## src/hw/rtl/ltpr_pkg.sv

```systemverilog
// ltpr_pkg: shared types, codes and defaults for the line table pc resolver
// no dependencies; used by every rtl file of the block but ltpr_fifo, and by its checker
package ltpr_pkg;

  // input operations
  localparam logic [1:0] OP_START = 2'd0;
  localparam logic [1:0] OP_BYTE  = 2'd1;
  localparam logic [1:0] OP_END   = 2'd2;

  // result status codes
  localparam logic [1:0] ST_FOUND = 2'd0;
  localparam logic [1:0] ST_ENDED = 2'd1;
  localparam logic [1:0] ST_EMPTY = 2'd2;

  // configuration register indexes
  localparam logic [1:0] REG_SET_FILE   = 2'd0;
  localparam logic [1:0] REG_EXT_STEP   = 2'd1;
  localparam logic [1:0] REG_PROLOGUE   = 2'd2;
  localparam logic [1:0] REG_FILE_COUNT = 2'd3;

  localparam logic [7:0]  RST_SET_FILE   = 8'd255;
  localparam logic [7:0]  RST_EXT_STEP   = 8'd254;
  localparam logic [7:0]  RST_PROLOGUE   = 8'd253;
  localparam logic [15:0] RST_FILE_COUNT = 16'd0;

  localparam logic [7:0] VLQ_PAYLOAD_MASK = 8'h7F;
  localparam logic [5:0] VLQ_SHIFT_STEP   = 6'd7;
  localparam logic [5:0] VLQ_SHIFT_MAX    = 6'd35;
  localparam logic [5:0] VLQ_SHIFT_LIMIT  = 6'd32;

  // queue depths (powers of two, at least 2)
  localparam int CMD_DEPTH_DEF = 2;
  localparam int RES_DEPTH_DEF = 2;

  typedef struct packed {
    logic [7:0]  set_file_code;
    logic [7:0]  extended_step_code;
    logic [7:0]  prologue_end_code;
    logic [15:0] known_files;
  } cfg_t;

  // commands passed from the front decoder to the back walker
  typedef enum logic [2:0] {
    CMD_START     = 3'd0,
    CMD_SET_FILE  = 3'd1,
    CMD_STEP      = 3'd2,
    CMD_END       = 3'd3,
    CMD_END_STEP  = 3'd4,
    CMD_END_EMPTY = 3'd5
  } cmd_kind_t;

  typedef struct packed {
    cmd_kind_t   kind;
    logic [31:0] a;   // target pc, file index or pc delta
    logic [31:0] b;   // line delta
  } cmd_t;

  typedef struct packed {
    logic [1:0]         status;
    logic [15:0]        file_idx;
    logic               unknown_file;
    logic signed [31:0] line_number;
  } res_t;

  // decoder phase, one-hot
  typedef enum logic [3:0] {
    PH_CMD   = 4'b0001,
    PH_FILE  = 4'b0010,
    PH_XPC   = 4'b0100,
    PH_XLINE = 4'b1000
  } phase_t;

  function automatic logic [31:0] unzigzag(input logic [31:0] u);
    unzigzag = (u >> 1) ^ {32{u[0]}};
  endfunction

endpackage

```

## src/hw/rtl/ltpr_fifo.sv

```systemverilog
// ltpr_fifo: small register queue with first-word fall-through read
// generic, no package dependency; DEPTH must be a power of two
module ltpr_fifo #(
  parameter int WIDTH = 8,
  parameter int DEPTH = 2
) (
  input  logic             clk,
  input  logic             rst_n,
  input  logic             push,
  input  logic [WIDTH-1:0] wdata,
  input  logic             pop,
  output logic [WIDTH-1:0] rdata,
  output logic             empty,
  output logic             full
);
  localparam int PW = (DEPTH > 1) ? $clog2(DEPTH) : 1;
  localparam int CW = $clog2(DEPTH + 1);

  logic [WIDTH-1:0] mem_r [DEPTH];
  logic [PW-1:0]    wr_ptr_r, wr_ptr_nxt;
  logic [PW-1:0]    rd_ptr_r, rd_ptr_nxt;
  logic [CW-1:0]    count_r, count_nxt;
  logic             do_push, do_pop;

  assign empty   = (count_r == '0);
  assign full    = (count_r == CW'(DEPTH));
  assign do_push = push && !full;
  assign do_pop  = pop && !empty;
  assign rdata   = mem_r[rd_ptr_r];

  always_comb begin
    wr_ptr_nxt = do_push ? wr_ptr_r + PW'(1) : wr_ptr_r;
    rd_ptr_nxt = do_pop ? rd_ptr_r + PW'(1) : rd_ptr_r;
    count_nxt  = count_r;
    if (do_push && !do_pop) begin
      count_nxt = count_r + CW'(1);
    end else if (do_pop && !do_push) begin
      count_nxt = count_r - CW'(1);
    end
  end

  always_ff @(posedge clk) begin
    if (!rst_n) begin
      wr_ptr_r <= '0;
      rd_ptr_r <= '0;
      count_r  <= '0;
    end else begin
      wr_ptr_r <= wr_ptr_nxt;
      rd_ptr_r <= rd_ptr_nxt;
      count_r  <= count_nxt;
    end
  end

  always_ff @(posedge clk) begin
    if (do_push) begin
      mem_r[wr_ptr_r] <= wdata;
    end
  end

endmodule

```

## src/hw/rtl/ltpr_front.sv

```systemverilog
// ltpr_front: decodes table bytes and vlq operands into walker commands
// depends on ltpr_pkg
module ltpr_front (
  input  logic                clk,
  input  logic                rst_n,
  input  logic                take,
  input  logic [1:0]          op,
  input  logic [31:0]         target_pc,
  input  logic [7:0]          data_byte,
  input  ltpr_pkg::cfg_t      cfg,
  output logic                cmd_push,
  output ltpr_pkg::cmd_t      cmd
);
  ltpr_pkg::phase_t phase_r, phase_nxt;
  logic [31:0] accum_r, accum_nxt;
  logic [5:0]  shift_r, shift_nxt;
  logic [31:0] pending_r, pending_nxt;
  logic        seen_r, seen_nxt;

  logic [31:0] vlq_val;
  logic [5:0]  shift_adv;
  logic        vlq_done;

  // one vlq byte folded into the accumulator; bits past 32 fall off
  always_comb begin
    vlq_val = accum_r;
    if (shift_r < ltpr_pkg::VLQ_SHIFT_LIMIT) begin
      vlq_val = accum_r | (32'(data_byte & ltpr_pkg::VLQ_PAYLOAD_MASK) << shift_r[4:0]);
    end
    shift_adv = (shift_r + ltpr_pkg::VLQ_SHIFT_STEP > ltpr_pkg::VLQ_SHIFT_MAX) ?
                ltpr_pkg::VLQ_SHIFT_MAX : shift_r + ltpr_pkg::VLQ_SHIFT_STEP;
    vlq_done = !data_byte[7];
  end

  always_comb begin
    phase_nxt   = phase_r;
    accum_nxt   = accum_r;
    shift_nxt   = shift_r;
    pending_nxt = pending_r;
    seen_nxt    = seen_r;
    cmd_push    = 1'b0;
    cmd.kind    = ltpr_pkg::CMD_END;
    cmd.a       = '0;
    cmd.b       = '0;
    if (take) begin
      case (op)
        ltpr_pkg::OP_START: begin
          cmd_push    = 1'b1;
          cmd.kind    = ltpr_pkg::CMD_START;
          cmd.a       = target_pc;
          phase_nxt   = ltpr_pkg::PH_CMD;
          accum_nxt   = '0;
          shift_nxt   = '0;
          pending_nxt = '0;
          seen_nxt    = 1'b0;
        end
        ltpr_pkg::OP_BYTE: begin
          seen_nxt = 1'b1;
          case (phase_r)
            ltpr_pkg::PH_CMD: begin
              accum_nxt = '0;
              shift_nxt = '0;
              if (data_byte == cfg.set_file_code) begin
                phase_nxt = ltpr_pkg::PH_FILE;
              end else if (data_byte == cfg.extended_step_code) begin
                phase_nxt = ltpr_pkg::PH_XPC;
              end else if (data_byte != cfg.prologue_end_code) begin
                cmd_push = 1'b1;
                cmd.kind = ltpr_pkg::CMD_STEP;
                cmd.a    = 32'(data_byte);
                cmd.b    = 32'd1;
              end
            end
            ltpr_pkg::PH_FILE: begin
              accum_nxt = vlq_val;
              shift_nxt = shift_adv;
              if (vlq_done) begin
                cmd_push  = 1'b1;
                cmd.kind  = ltpr_pkg::CMD_SET_FILE;
                cmd.a     = vlq_val;
                phase_nxt = ltpr_pkg::PH_CMD;
              end
            end
            ltpr_pkg::PH_XPC: begin
              accum_nxt = vlq_val;
              shift_nxt = shift_adv;
              if (vlq_done) begin
                pending_nxt = vlq_val;
                accum_nxt   = '0;
                shift_nxt   = '0;
                phase_nxt   = ltpr_pkg::PH_XLINE;
              end
            end
            default: begin
              accum_nxt = vlq_val;
              shift_nxt = shift_adv;
              if (vlq_done) begin
                cmd_push  = 1'b1;
                cmd.kind  = ltpr_pkg::CMD_STEP;
                cmd.a     = pending_r;
                cmd.b     = ltpr_pkg::unzigzag(vlq_val);
                phase_nxt = ltpr_pkg::PH_CMD;
              end
            end
          endcase
        end
        ltpr_pkg::OP_END: begin
          cmd_push  = 1'b1;
          phase_nxt = ltpr_pkg::PH_CMD;
          if (!seen_r) begin
            cmd.kind = ltpr_pkg::CMD_END_EMPTY;
          end else if (phase_r == ltpr_pkg::PH_XPC) begin
            // partial pc delta, no line change
            cmd.kind = ltpr_pkg::CMD_END_STEP;
            cmd.a    = accum_r;
          end else if (phase_r == ltpr_pkg::PH_XLINE) begin
            cmd.kind = ltpr_pkg::CMD_END_STEP;
            cmd.a    = pending_r;
            cmd.b    = ltpr_pkg::unzigzag(accum_r);
          end else begin
            // a partial file index cannot change the held result
            cmd.kind = ltpr_pkg::CMD_END;
          end
        end
        default: begin
        end
      endcase
    end
  end

  always_ff @(posedge clk) begin
    if (!rst_n) begin
      phase_r <= ltpr_pkg::PH_CMD;
      seen_r  <= 1'b0;
    end else begin
      phase_r <= phase_nxt;
      seen_r  <= seen_nxt;
    end
  end

  always_ff @(posedge clk) begin
    accum_r   <= accum_nxt;
    shift_r   <= shift_nxt;
    pending_r <= pending_nxt;
  end

endmodule

```

## src/hw/rtl/ltpr_back.sv

```systemverilog
// ltpr_back: walks pc/line/file state per command and forms results
// depends on ltpr_pkg
module ltpr_back (
  input  logic             clk,
  input  logic             rst_n,
  input  logic             cmd_valid,
  input  ltpr_pkg::cmd_t   cmd,
  input  logic [15:0]      known_files,
  input  logic             res_full,
  output logic             cmd_pop,
  output logic             res_push,
  output ltpr_pkg::res_t   res
);
  logic [31:0] goal_r, goal_nxt;
  logic [31:0] pc_r, pc_nxt;
  logic [31:0] line_r, line_nxt;
  logic [31:0] file_r, file_nxt;
  logic [15:0] hfile_r, hfile_nxt;
  logic [31:0] hline_r, hline_nxt;
  logic        hunk_r, hunk_nxt;
  logic        done_r, done_nxt;

  logic [32:0] pc_sum;
  logic        covers;
  logic        file_known;
  logic [15:0] file_sat;
  logic [31:0] line_step;

  assign cmd_pop    = cmd_valid && !res_full;
  assign pc_sum     = {1'b0, pc_r} + {1'b0, cmd.a};
  assign covers     = pc_sum > {1'b0, goal_r};
  assign file_known = file_r < {16'd0, known_files};
  assign file_sat   = (file_r[31:16] != '0) ? 16'hFFFF : file_r[15:0];
  assign line_step  = line_r + cmd.b;

  always_comb begin
    goal_nxt  = goal_r;
    pc_nxt    = pc_r;
    line_nxt  = line_r;
    file_nxt  = file_r;
    hfile_nxt = hfile_r;
    hline_nxt = hline_r;
    hunk_nxt  = hunk_r;
    done_nxt  = done_r;
    res_push  = 1'b0;
    res.status       = ltpr_pkg::ST_ENDED;
    res.file_idx     = hfile_r;
    res.unknown_file = hunk_r;
    res.line_number  = hline_r;
    if (cmd_pop) begin
      if (cmd.kind == ltpr_pkg::CMD_START) begin
        goal_nxt  = cmd.a;
        pc_nxt    = '0;
        line_nxt  = 32'd1;
        file_nxt  = '0;
        hfile_nxt = '0;
        hline_nxt = 32'd1;
        hunk_nxt  = (known_files == '0);
        done_nxt  = 1'b0;
      end else if (!done_r) begin
        case (cmd.kind)
          ltpr_pkg::CMD_SET_FILE: begin
            file_nxt = cmd.a;
          end
          ltpr_pkg::CMD_STEP, ltpr_pkg::CMD_END_STEP: begin
            if (covers) begin
              res_push         = 1'b1;
              done_nxt         = 1'b1;
              res.status       = ltpr_pkg::ST_FOUND;
              res.file_idx     = file_sat;
              res.unknown_file = !file_known;
              res.line_number  = line_r;
            end else begin
              pc_nxt   = pc_sum[31:0];
              line_nxt = line_step;
              if (file_known) begin
                hfile_nxt = file_r[15:0];
                hline_nxt = line_step;
                hunk_nxt  = 1'b0;
              end
              if (cmd.kind == ltpr_pkg::CMD_END_STEP) begin
                res_push         = 1'b1;
                done_nxt         = 1'b1;
                res.file_idx     = hfile_nxt;
                res.unknown_file = hunk_nxt;
                res.line_number  = hline_nxt;
              end
            end
          end
          ltpr_pkg::CMD_END: begin
            res_push = 1'b1;
            done_nxt = 1'b1;
          end
          ltpr_pkg::CMD_END_EMPTY: begin
            res_push         = 1'b1;
            done_nxt         = 1'b1;
            res.status       = ltpr_pkg::ST_EMPTY;
            res.file_idx     = '0;
            res.unknown_file = 1'b0;
            res.line_number  = '0;
          end
          default: begin
          end
        endcase
      end
    end
  end

  always_ff @(posedge clk) begin
    if (!rst_n) begin
      done_r <= 1'b1;
    end else begin
      done_r <= done_nxt;
    end
  end

  always_ff @(posedge clk) begin
    goal_r  <= goal_nxt;
    pc_r    <= pc_nxt;
    line_r  <= line_nxt;
    file_r  <= file_nxt;
    hfile_r <= hfile_nxt;
    hline_r <= hline_nxt;
    hunk_r  <= hunk_nxt;
  end

endmodule

```

## src/hw/rtl/line_table_pc_resolver.sv

```systemverilog
// line_table_pc_resolver: top level of the line table pc resolver
// depends on ltpr_pkg, ltpr_fifo, ltpr_front, ltpr_back
//
// Resolves a target pc to a source file index and line by walking an encoded
// line table one byte per word. Push a start word (op 0) with the target pc,
// then the table bytes (op 1), then an end word (op 2); at most one result word
// comes out per query, either when a step covers the target or at the end word.
// Throughput is one input word per clock while in_full is low: the front
// decoder classifies each byte in the cycle it is accepted, the walker
// consumes one command per clock from a small command queue while the result
// queue is not full, and its result words go through the result queue, whose
// head drives the out_ ports. in_full rises only when the command queue is
// full, which happens only while the result queue is backed up by a consumer
// that does not pop. Configuration writes are always taken (cfg_ready is tied
// high) and must only be issued while the block is idle.
module line_table_pc_resolver #(
  parameter int CMD_DEPTH = ltpr_pkg::CMD_DEPTH_DEF,
  parameter int RES_DEPTH = ltpr_pkg::RES_DEPTH_DEF
) (
  input  logic               clk,
  input  logic               rst_n,
  // input word channel
  input  logic               in_push,
  output logic               in_full,
  input  logic [1:0]         in_op,
  input  logic [31:0]        in_target_pc,
  input  logic [7:0]         in_data_byte,
  // result word channel
  output logic               out_empty,
  input  logic               out_pop,
  output logic [1:0]         out_status,
  output logic [15:0]        out_file_index,
  output logic               out_unknown_file,
  output logic signed [31:0] out_line_number,
  // configuration writes
  input  logic               cfg_valid,
  output logic               cfg_ready,
  input  logic [1:0]         cfg_index,
  input  logic [15:0]        cfg_data
);
  ltpr_pkg::cfg_t cfg_r, cfg_nxt;

  logic           in_take;
  logic           fcmd_push;
  ltpr_pkg::cmd_t fcmd;
  logic [$bits(ltpr_pkg::cmd_t)-1:0] cmd_q;
  logic           cmd_empty, cmd_full, cmd_pop;
  logic           res_push, res_full;
  ltpr_pkg::res_t bres;
  logic [$bits(ltpr_pkg::res_t)-1:0] res_q;
  ltpr_pkg::res_t res_head;

  // configuration registers, written by index
  assign cfg_ready = 1'b1;

  always_comb begin
    cfg_nxt = cfg_r;
    if (cfg_valid) begin
      case (cfg_index)
        ltpr_pkg::REG_SET_FILE:   cfg_nxt.set_file_code      = cfg_data[7:0];
        ltpr_pkg::REG_EXT_STEP:   cfg_nxt.extended_step_code = cfg_data[7:0];
        ltpr_pkg::REG_PROLOGUE:   cfg_nxt.prologue_end_code  = cfg_data[7:0];
        ltpr_pkg::REG_FILE_COUNT: cfg_nxt.known_files        = cfg_data;
        default: begin
        end
      endcase
    end
  end

  always_ff @(posedge clk) begin
    if (!rst_n) begin
      cfg_r.set_file_code      <= ltpr_pkg::RST_SET_FILE;
      cfg_r.extended_step_code <= ltpr_pkg::RST_EXT_STEP;
      cfg_r.prologue_end_code  <= ltpr_pkg::RST_PROLOGUE;
      cfg_r.known_files        <= ltpr_pkg::RST_FILE_COUNT;
    end else begin
      cfg_r <= cfg_nxt;
    end
  end

  // front: every accepted word yields at most one command
  assign in_full = cmd_full;
  assign in_take = in_push && !cmd_full;

  ltpr_front u_front (
    .clk       (clk),
    .rst_n     (rst_n),
    .take      (in_take),
    .op        (in_op),
    .target_pc (in_target_pc),
    .data_byte (in_data_byte),
    .cfg       (cfg_r),
    .cmd_push  (fcmd_push),
    .cmd       (fcmd)
  );

  // command queue decouples decoder from walker
  ltpr_fifo #(
    .WIDTH ($bits(ltpr_pkg::cmd_t)),
    .DEPTH (CMD_DEPTH)
  ) u_cmd_q (
    .clk   (clk),
    .rst_n (rst_n),
    .push  (fcmd_push),
    .wdata (fcmd),
    .pop   (cmd_pop),
    .rdata (cmd_q),
    .empty (cmd_empty),
    .full  (cmd_full)
  );

  // back: pc/line walk and range test
  ltpr_back u_back (
    .clk         (clk),
    .rst_n       (rst_n),
    .cmd_valid   (!cmd_empty),
    .cmd         (ltpr_pkg::cmd_t'(cmd_q)),
    .known_files (cfg_r.known_files),
    .res_full    (res_full),
    .cmd_pop     (cmd_pop),
    .res_push    (res_push),
    .res         (bres)
  );

  // result queue, head word drives the out_ ports
  ltpr_fifo #(
    .WIDTH ($bits(ltpr_pkg::res_t)),
    .DEPTH (RES_DEPTH)
  ) u_res_q (
    .clk   (clk),
    .rst_n (rst_n),
    .push  (res_push),
    .wdata (bres),
    .pop   (out_pop),
    .rdata (res_q),
    .empty (out_empty),
    .full  (res_full)
  );

  assign res_head         = ltpr_pkg::res_t'(res_q);
  assign out_status       = res_head.status;
  assign out_file_index   = res_head.file_idx;
  assign out_unknown_file = res_head.unknown_file;
  assign out_line_number  = res_head.line_number;

endmodule

```

## config.mk

```make
export PLATFORM = sky130hd
export DESIGN_NAME = line_table_pc_resolver
export DESIGN_NICKNAME = d
export VERILOG_FILES = /design/src/hw/rtl/ltpr_pkg.sv /design/src/hw/rtl/ltpr_fifo.sv /design/src/hw/rtl/ltpr_front.sv /design/src/hw/rtl/ltpr_back.sv /design/src/hw/rtl/line_table_pc_resolver.sv
export SDC_FILE = /design/constraint.sdc
export NUM_CORES = 1
export LEC_CHECK = 0
export ABC_AREA = 0
export BUFFER_PORTS_ARGS = -buffer_cell sky130_fd_sc_hd__buf_4
export CORE_MARGIN = 2
export CORE_UTILIZATION = 50
export DETAILED_ROUTE_END_ITERATION = 8
export PLACE_DENSITY = 0.66
export SYNTH_ARGS = -nofsm -noshare
export SYNTH_HDL_FRONTEND = slang
export SYNTH_SLANG_ARGS = --single-unit
export TNS_END_PERCENT = 50
```

## constraint.sdc

```tcl
create_clock -name clk -period 12.6 [get_ports clk]
set_clock_uncertainty 0.1 [all_clocks]
set_input_delay 1.26 -clock clk [delete_from_list [all_inputs] [get_ports clk]]
set_output_delay 1.26 -clock clk [all_outputs]
set_load 0.1 [all_outputs]
```

* Word level (Yosys, flattened, before mapping)
Memories as Yosys holds them, arrays and structs flattened. A register that Yosys moved wholly into a read port is not among the register bits.
Cells that the tools add are included.
** Storage, ports and cells
- RAM bits :: 236
- Output and inout bits :: 54
- Memories :: 2
- Flip-flop bits (word level) :: 301
- Logic and storage cells :: 206
- Bits of input ports :: 65
** Memory list
- u_cmd_q.mem_r :: depth 2, width 67, read ports 1, clocked after Yosys merged registers in 1, write ports 1, line ltpr_fifo.sv:19 : logic [WIDTH-1:0] mem_r [DEPTH];
- u_res_q.mem_r :: depth 2, width 51, read ports 1, clocked after Yosys merged registers in 1, write ports 1, line ltpr_fifo.sv:19
** Operators by class
- Multiplexer cells :: 90
- Bitwise operators :: 3
- Equal/unequal tests :: 26
- Reduce and logical (&&, ||, !) cells :: 46
- Magnitude comparators :: 4
- Shift operators :: 1
- Add/subtract/negate cells :: 11
** Operators by type and width (count)
- $mux 32 :: 17
- $pmux 32 s2 :: 5
- $pmux 35 s3 :: 2
- $mux 67 :: 3
- $mux 51 :: 3
- $mux 65 :: 2
- $mux 64 :: 2
- $pmux 51 s2 :: 1
- $mux 49 :: 2
- $mux 16 :: 5
- $xor 31x32->32 :: 2
- $mux 35 :: 1
- $mux 34 :: 1
- $add 32x32->33 :: 1
- $gt 33x32->1 :: 1
- $add 32x32->32 :: 1
- $lt 32x16->1 :: 1
- $or 32x32->32 :: 1
- $shl 7x5->32 :: 1
- $mux 1 :: 26
- $pmux 6 s2 :: 2
- $eq 8x8->1 :: 2
- $logic_not 16->1 :: 1
- $mux 4 :: 4
- 36 further kinds :: 94

* Logic depth before layout (Yosys ltp)
Gate-level depths: netlist of run 1.
- Depth in word-level cells :: 12
- Gate-level depth with buffers :: 27
- Gate-level depth less buffers :: 24

* By module
A second synthesis of run 1 with hierarchy kept.
** Unflattened totals
- Cells, all modules :: 2555
- Area total of the unflattened synthesis :: 29336.9 µm²
** By module, submodules not included
- ltpr_back :: area an instance 12525.8 µm², times used 1, sequential area each 5335.1 µm², cells an instance 1298
- ltpr_front :: area an instance 6188.4 µm², times used 1, sequential area each 2202.1 µm², cells an instance 674
- ltpr_fifo at u_cmd_q :: area an instance 5068.6 µm², times used 1, sequential area each 4124.0 µm², cells an instance 233
- ltpr_fifo at u_res_q :: area an instance 3901.2 µm², times used 1, sequential area each 3163.0 µm², cells an instance 184
- line_table_pc_resolver :: area an instance 1652.8 µm², times used 1, sequential area each 800.8 µm², cells an instance 166

* Worst setup path before layout of run 1
Ideal clock, no wire load.
- Kind :: register to register
- Start point :: register with a tool-made name
- End point :: register u_back.hfile_r[0] (enable)
- Period minus slack after synthesis :: 10.239 ns
- Setup slack :: 2.361 ns
- Stages on the path, launching flop included :: 25
- Data arrival time :: 8.505 ns
- Setup time :: 1.634 ns
- Required time :: 10.866 ns
- Cell sequence :: dfxtp_1 buf_4 clkbuf_1 clkbuf_1 mux2_2 ha_1 fa_1 a21o_1 a221oi_4 o21ai_2 o311ai_0 a31o_2 a21oi_1 a31oi_1 xnor2_1 ha_1 nand4_1 nor4_1 a21boi_0 o31a_1 a211oi_1 o211a_4 buf_6 nand2_1 o21ai_0
** RTL lines
- end signal, assigned :: line ltpr_back.sv:122 : hfile_r <= hfile_nxt;
- end, declared :: line ltpr_back.sv:18 : logic [15:0] hfile_r, hfile_nxt;

==> results of run 1 <==
[tightest hold or removal path, stage by stage, from the launching register on]
cell,delay (ps)
sky130_fd_sc_hd__dfxtp_1,310
sky130_fd_sc_hd__nand2_1,50
sky130_fd_sc_hd__nand3_1,60
[logic make-up (layout without fill, tap and decap cells)]
kind of cell | count (synthesis) | after routing | share of synthesized area, %
AND/OR/NAND/NOR | 800 | 800 | 13.3
AO/OA/AOI/OAI | 540 | 540 | 13.0
flip-flops | 539 | 539 | 54.8
buffers and inverters | 219 | 328 | 3.12
XOR/XNOR | 152 | 152 | 4.67
multiplexers | 148 | 148 | 5.80
adder cells (fa/ha/maj) | 120 | 120 | 5.32
other | 1 | 1 | 0.0131
[cells in the mapped netlist (40+ instances only)]
master,number
sky130_fd_sc_hd__edfxtp_1,483
sky130_fd_sc_hd__nand2_1,286
sky130_fd_sc_hd__nor2_1,188
sky130_fd_sc_hd__a21oi_1,163
sky130_fd_sc_hd__mux2_2,121
sky130_fd_sc_hd__ha_1,118
sky130_fd_sc_hd__clkbuf_1,106
sky130_fd_sc_hd__and2_1,105
sky130_fd_sc_hd__xor2_1,97
sky130_fd_sc_hd__inv_1,75
sky130_fd_sc_hd__o21ai_0,66
sky130_fd_sc_hd__dfxtp_1,56
sky130_fd_sc_hd__xnor2_1,55
sky130_fd_sc_hd__nand3_1,54
sky130_fd_sc_hd__a21o_1,41
sky130_fd_sc_hd__a22oi_1,40
[flip-flops by register name, summed over array words and instances (netlist names), 4 cells and up, named ones only]
register and count:
cfg_r 40, u_back.file_r 32, u_back.goal_r 32, u_back.hfile_r 16, u_back.hline_r 32, u_back.line_r 32
u_back.pc_r 32, u_cmd_q.mem_r 134, u_front.accum_r 32, u_front.pending_r 32, u_front.phase_r 4, u_front.shift_r 6
u_res_q.mem_r 102
[worst paths after layout]
kind	startpoint	end	slack, ps	depth (start not counted)
worst max-delay path	flip-flop	u_res_q.mem_r[0][31]$_DFFE_PP_	4330	22
worst min register to register	cfg_r[20]$_SDFFE_PN1P_	cfg_r[20]$_SDFFE_PN1P_	380	2
worst max register to register	flip-flop	u_res_q.mem_r[0][31]$_DFFE_PP_	4330	22
worst min-delay path	cfg_r[20]$_SDFFE_PN1P_	cfg_r[20]$_SDFFE_PN1P_	380	2
[power by group through the flow]
stage | logic (mW) | registers, mW | clock network, mW
finish | 2.05 | 2.28 | 1.61
global route | 2.23 | 2.30 | 1.71
CTS | 2.04 | 2.28 | 1.64
detailed placement | 2.03 | 2.32 | 0
global placement | 2.00 | 2.31 | 0
floorplan | 1.61 | 2.26 | 0
[layout make-up]
cell class	instances	area, sq um	area share (%)
flip-flops and latches	539	15600	49.1
multi-input cells	1761	12100	38.0
clock buffers	72	1530	4.79
repair buffers	143	1070	3.37
well taps	756	946	2.97
inverters	78	293	0.920
clock inverters	35	260	0.817
[per-stage QoR]
stage               total power [mW]  utilization (%)  hold WS (ps)  cell area (sq um)
global route                    6.23             56.5           403              31800
CTS                             5.96             56.5           387              31800
finish                          5.94             56.5           382              31800
global placement                4.31             53.3           355              30100
floorplan                       3.87                -           347              28500
detailed placement              4.35             53.3           375              30100
[per-layer routing]
layer  global-route usage [%]  vias to the layer above  wire length, microns  part of all wire (%)
li1                         -                     9371                     -                     -
met1                     34.8                     9656                 31900                    44
met2                     39.1                      743                 33700                    46
met3                     3.46                      109                  4890                   6.7
met4                     7.81                        0                  2150                   3.0
met5                        0                        -                     0                     0
==> results.md, run 1 <==
- Launching element type of the critical path: flip-flop
- Cell area after technology mapping: 0.0285 sq mm
- Number of clock sinks: between 500 and 600
- Fin crit period: around 8300 ps
- Net switching fraction of the power: 35.6%
- Leading cell type in the layout, fill and taps excluded: sky130_fd_sc_hd__edfxtp_1
- Max incr delay on CP: roughly 960 ps
- Mean cell area of the mapped netlist: 11.3 sq um
- Max cap viols: 0
- Number of iterations in the first detailed-routing pass: 9
- Quantity of hold-fixing buffers added after cts: 0
- Transition time at the pin with the least slew margin: about 1300 ps
- Data arrival time at the worst-slack endpoint: 8380 ps
- Aggregate global routing overflow: 0
- Avg Vias per Cell: 5.87
- WP data required: 12710 ps
- IO buf count: approximately 120
- Layout cells sized above 1: 15.3%
- CP endpoint kind: flip-flop
- Num CTS Buffers: 58
- Biggest area contributors in the synthesized netlist: sky130_fd_sc_hd__edfxtp_1 51%, sky130_fd_sc_hd__ha_1 5.2%, sky130_fd_sc_hd__mux2_2 4.8%
- Number of global-route vias before repair: slightly below 20000
- Post-synthesis sequential area ratio: a little over half
- Fin. Hold Viols: 0
- Number of synthesized flops with an enable pin: 483
- Largest area contributor in the synthesized netlist: sky130_fd_sc_hd__edfxtp_1
- Pre-CTS setup slack: 4330 ps
- Syn Nets: approximately 2700
- Leading cell types in the layout, fill and taps excluded: 483 x sky130_fd_sc_hd__edfxtp_1, 286 x sky130_fd_sc_hd__nand2_1, 184 x sky130_fd_sc_hd__nor2_1
- Maximum fanout encountered on the critical timing path: 51
- Maximum number of pins on one net before global-route repair: 92
- Inst Count DP: ~3300
- Max-slew violation count: 0
- Final routed wirelength across all metal layers: 72600 microns
- Clock latency on the worst-skew pair: 610 ps
- Tcrit/Tclk final: 65.6%
- Die width: 243 microns
- Synth warnings: 0
- Clk pin slew, worst setup/hold paths: 60 ps
- Kind of critical path: flip-flop to flip-flop
- Number of DRC markers after the initial detailed-route iteration: 2130
- Number of setup violations in the final report: 0
- Slew headroom: 16.1%
- Cell Pwr Density: 186 mW/mm^2
- GRT Overall Usage: approximately 25%
- Cells after synthesis: 2519
- Initial antenna violation count: 0
- Power dissipated by switching net loads: between 2 and 2.5 mW
- Area of the die: 0.0590 sq mm
- Total number of vias: 19900
- Detail Route Antenna Nets: 0
- Number of remaining DRC errors: 0
- Number of primary I/O pins: 119
- Internal power consumption: 3.82 mW
- Max stage delay cell, worst path: sky130_fd_sc_hd__and2b_2
- Kind of path behind the tightest hold check: flip-flop to flip-flop
- Num rows: 87
- Maximum buffer depth of the clock tree: 3
- Reg power frac: around two fifths
- Average routed wire per standard cell: around 21 microns
- Flip-flop and latch count after synthesis: 539
- Die Y-Extent: roughly 240 microns
- Share of flip-flops with an asynchronous set or reset after synthesis: 0%
- Ordered list of cells on the worst path: buf_4 > mux2_2 > ha_1 > and2_1 > a311oi_1 > o21ai_2 > o311ai_0 > a31o_2 > a21oi_1 > a31oi_1 > xnor2_1 > ha_1 > nand4_1 > nor4_1 > a21boi_0 > o31a_1 > a211oi_1 > o211a_4 > buf_4 > a211o_1 > a211oi_4 > and2b_2
- Combinational cell fraction of total power: 34.5%
- Worst path setup slack after routing: 4330 ps
- CTS tree: done
- Final weighted congestion in routability-driven placement: 0.870
- FILL cells: 4733
- Setup repair bufs after CTS: 0
- Main synth FF type: sky130_fd_sc_hd__edfxtp_1
- Antenna diode count: 0
- Initial core utilization: 50.6%
- Final setup TNS: 0 ps
- Top achievable clock speed: 121 MHz
- Level count of the clock H-tree: 2
- Total leakage power: 11.5 nW
- Result of the run: finished clean
- Root Buffer Master: sky130_fd_sc_hd__clkbuf_16
- Maximum vdd ir drop: 124 uV
- Kind of cell adding the most delay to the critical path: compound AO/OA/AOI/OAI gates
- Setup repair after global routing missed its margin: false
- Post-detailed-placement half-perimeter wirelength: 50700 microns
- P&R area growth vs syn: 11.6%
- Area share of the largest cell type after synthesis: 50.9%
- Clk pwr share: 27.1%
- Non-filler instance count after layout: 3384
- WP buf/inv: 2
- Number of distinct library cells after synthesis: 90
- Global-route wire length before repair: 113000 microns
- Area of the core: 0.0564 sq mm
- Post-cts gate resize count: 0
- Final #Nets: 2766
Note: power is estimated with default switching activity, not from simulation.
==> run 2: changes to the inputs <==
ABC_AREA = 1   (was 0)
clock period = 7.8 ns   (was 12.6 ns; I/O delays follow)
==> results.md, run 2 <==
- Tcrit/Tclk final: 82.1%
- Maximum buffer depth of the clock tree: 3
- Compound-gate portion of the synthesized area: 10.4%
- Total number of vias: between 20000 and 25000
- Number of primary I/O pins: 119
- Max-slew violation count: 0
- Root Buffer Master: sky130_fd_sc_hd__clkbuf_16
- Number of synthesized flops with an enable pin: 483
- Leading cell type in the layout, fill and taps excluded: sky130_fd_sc_hd__nand2_1
- Number of global-route vias before repair: 23000
- Cells after synthesis: around 3300
- Fin crit period: about 6400 ps
- Num CTS Buffers: 60
- Biggest area contributors in the synthesized netlist: sky130_fd_sc_hd__edfxtp_1 49%, sky130_fd_sc_hd__nand2_1 9.7%, sky130_fd_sc_hd__inv_1 5.0%
- Largest reg by FF count: u_cmd_q.mem_r
- Reg-to-reg setup timing slack: 1400 ps
- Layout cells sized above 1: roughly 10%
- Number of setup violations in the final report: 0
- Syn Nets: 3532
- Die Y-Extent: 248 microns
- Maximum vdd ir drop: 232 uV
- Core occupancy in the finished layout: 56.5%
- Ranking of synthesized cells by instance count: 775 x sky130_fd_sc_hd__nand2_1, 483 x sky130_fd_sc_hd__edfxtp_1, 397 x sky130_fd_sc_hd__inv_1
- Mean cell area of the mapped netlist: 8.92 sq um
- Maximum number of pins on one net before global-route repair: 103
- Multiplexer share of the synthesized area: 1.99%
- Post-cts gate resize count: 0
- Clock latency on the worst-skew pair: 630 ps
- Avg Vias per Cell: 5.62
- Leading cell type by number of instances after synthesis: sky130_fd_sc_hd__nand2_1
- Setup repair bufs after CTS: 0
- Initial antenna violation count: 0
- Largest area contributor in the synthesized netlist: sky130_fd_sc_hd__edfxtp_1
- Kind of critical path: flip-flop to flip-flop
- Synth warnings: 0
- Final setup TNS: 0 ps
- Post-detailed-placement half-perimeter wirelength: about 59000 microns
- Crit-path most repeated cell: sky130_fd_sc_hd__nand2_1
- IO buf count: roughly 120
- Largest registers: u_cmd_q.mem_r (134), u_res_q.mem_r (102), cfg_r (40)
- Area share of the largest cell type after synthesis: 48.6%
- Number of distinct library cells after synthesis: 58
- Fin. Hold Viols: 0
- Simple-gate area share of the yosys netlist: 19.9%
- P&R area growth vs syn: 11.8%
- Reg2Reg Capture Point: u_res_q.mem_r[0][16]$_DFFE_PP_
- Number of clock sinks: 539
- Final routed wirelength across all metal layers: 83400 microns
- Max stage delay cell, worst path: sky130_fd_sc_hd__inv_2
- Share of flip-flops with an asynchronous set or reset after synthesis: 0%
- Synth Area in XOR/XNOR: 2.99%
- Main synth FF type: sky130_fd_sc_hd__edfxtp_1
- Transition time at the pin with the least slew margin: 1360 ps
- Detail Route Antenna Nets: 0
- GRT Overall Usage: between 20% and 30%
- Initial core utilization: 50.6%
- Clk pin slew, worst setup/hold paths: ~70 ps
- Num rows: 89
- Area of the die: 0.0617 sq mm
- Number of remaining DRC errors: 0
- Leading cell types in the layout, fill and taps excluded: 774 x sky130_fd_sc_hd__nand2_1, 483 x sky130_fd_sc_hd__edfxtp_1, 396 x sky130_fd_sc_hd__inv_1
- Flip-flop and latch count after synthesis: 539
- Global-route wire length before repair: 129000 microns
- WP data required: 8010 ps
- Max incr delay on CP: 960 ps
- Top achievable clock speed: approximately 160 MHz
- Max cap viols: 0
- Average routed wire per standard cell: 19.7 microns
- Maximum fanout encountered on the critical timing path: 76
- Number of iterations in the first detailed-routing pass: 5
- Antenna diode count: 0
- Cell area after technology mapping: a little under 0.03 sq mm
- Quantity of hold-fixing buffers added after cts: 0
- Post-synthesis sequential area ratio: 52.4%
- Number of DRC markers after the initial detailed-route iteration: 2076
- Data arrival time at the worst-slack endpoint: 6610 ps
- Aggregate global routing overflow: 0
- CTS tree: done
- Result of the run: finished clean
- Die width: 248 microns
- CP endpoint kind: flip-flop
- Total leakage power: 13.8 nW
- Worst Reg-to-Reg Cells: 26
- Area of the core: 0.0590 sq mm
- Level count of the clock H-tree: 2
- CP Capture Point: u_res_q.mem_r[0][16]$_DFFE_PP_
- Flip-flop count of the largest register, all copies and words added: 134
- Slew headroom: a little under a tenth
- Post-Synth Adder-Cell Area: 5.08%
- Final weighted congestion in routability-driven placement: 0.940
- Setup repair after global routing missed its margin: false
- Kind of path behind the tightest hold check: primary input to flip-flop
- Dominant combinational cell family by area after synthesis: simple AND/OR/NAND/NOR gates
- Final #Nets: 3598
- Cell Pwr Density: approximately 360 mW/mm^2
- Launching element type of the critical path: flip-flop
==> run 2: worst min-delay path by stage <==
stage | from | endpoint | depth (start not counted)
after floorplan | u_cmd_q.rd_ptr_r$_SDFFE_PN0P_ | flip-flop | 1
after global placement | u_cmd_q.rd_ptr_r$_SDFFE_PN0P_ | u_cmd_q.rd_ptr_r$_SDFFE_PN0P_ | 1
after detailed placement | u_cmd_q.rd_ptr_r$_SDFFE_PN0P_ | u_cmd_q.rd_ptr_r$_SDFFE_PN0P_ | 1
after CTS | cfg_data[2] | cfg_r[18]$_SDFFE_PN1P_ | 3
after global routing | cfg_data[7] | cfg_r[23]$_SDFFE_PN1P_ | 3
final | cfg_data[2] | cfg_r[18]$_SDFFE_PN1P_ | 3
==> run 2: per-stage QoR <==
stage / total power, mW / instances / cell area, sq um / hold WS (ps) / worst slack [ps]
2_1_floorplan: 7.63 / 3347 / 29800 / 326 / 270
3_3_place_gp: 8.96 / 4124 / 31400 / 337 / 1560
3_5_place_dp: 9.06 / 4124 / 31400 / 342 / 1460
4_1_cts: 11.9 / 4235 / 33400 / 262 / 1430
5_1_grt: 12.7 / 4235 / 33400 / 285 / 718
6_report: 11.9 / 4235 / 33400 / 292 / 1400
==> run 2: logic make-up after synthesis <==
group                      after synthesis
adders and majority gates              120
muxes                                   53
and+or+nand+nor                       1435
DFF                                    539
AOI/OAI and AO/OA                      545
buffers and inverters                  552
xor gates and xnor gates               102
other                                    1
==> run 2: layer usage <==
layer | vias up | global-route usage [%] | routed length, microns | part of all wire, %
met5 | - | 0 | 0 | 0
met4 | 0 | 7.37 | 2010 | 2.4
met3 | 132 | 3.09 | 5020 | 6.0
met2 | 863 | 45.1 | 39600 | 47
met1 | 11300 | 37.8 | 36800 | 44
li1 | 11500 | - | - | -
==> run 2: cell type report <==
class / count / area, sq um
inverter: 408 / 1530
clock inverter: 31 / 340
tap: 773 / 967
timing repair buffer: 148 / 1120
fill: 5335 / 25700
multi-input combinational: 2256 / 12100
sequential: 539 / 15600
clock buffer: 80 / 1640
==> run 2: worst max-delay path: cells and delay by family, from the launching register on <==
kind | cells | cell delay (ps)
xor+xnor | 1 | 230
simple gates | 11 | 1210
flops | 1 | 390
fa+ha+maj | 2 | 580
compound gates | 10 | 2090
buf+inv | 2 | 1410
==> run 2: power breakdown <==
| part | total [mW] | switching (mW) | leakage [nW] | internal [mW] |
|---|---|---|---|---|
| logic | 5.20 | 3.71 | 7.91 | 1.49 |
| clock network | 2.86 | 1.18 | 0.975 | 1.68 |
| registers | 3.85 | 0.180 | 4.92 | 3.67 |
| total | 11.9 | 5.07 | 13.8 | 6.84 |
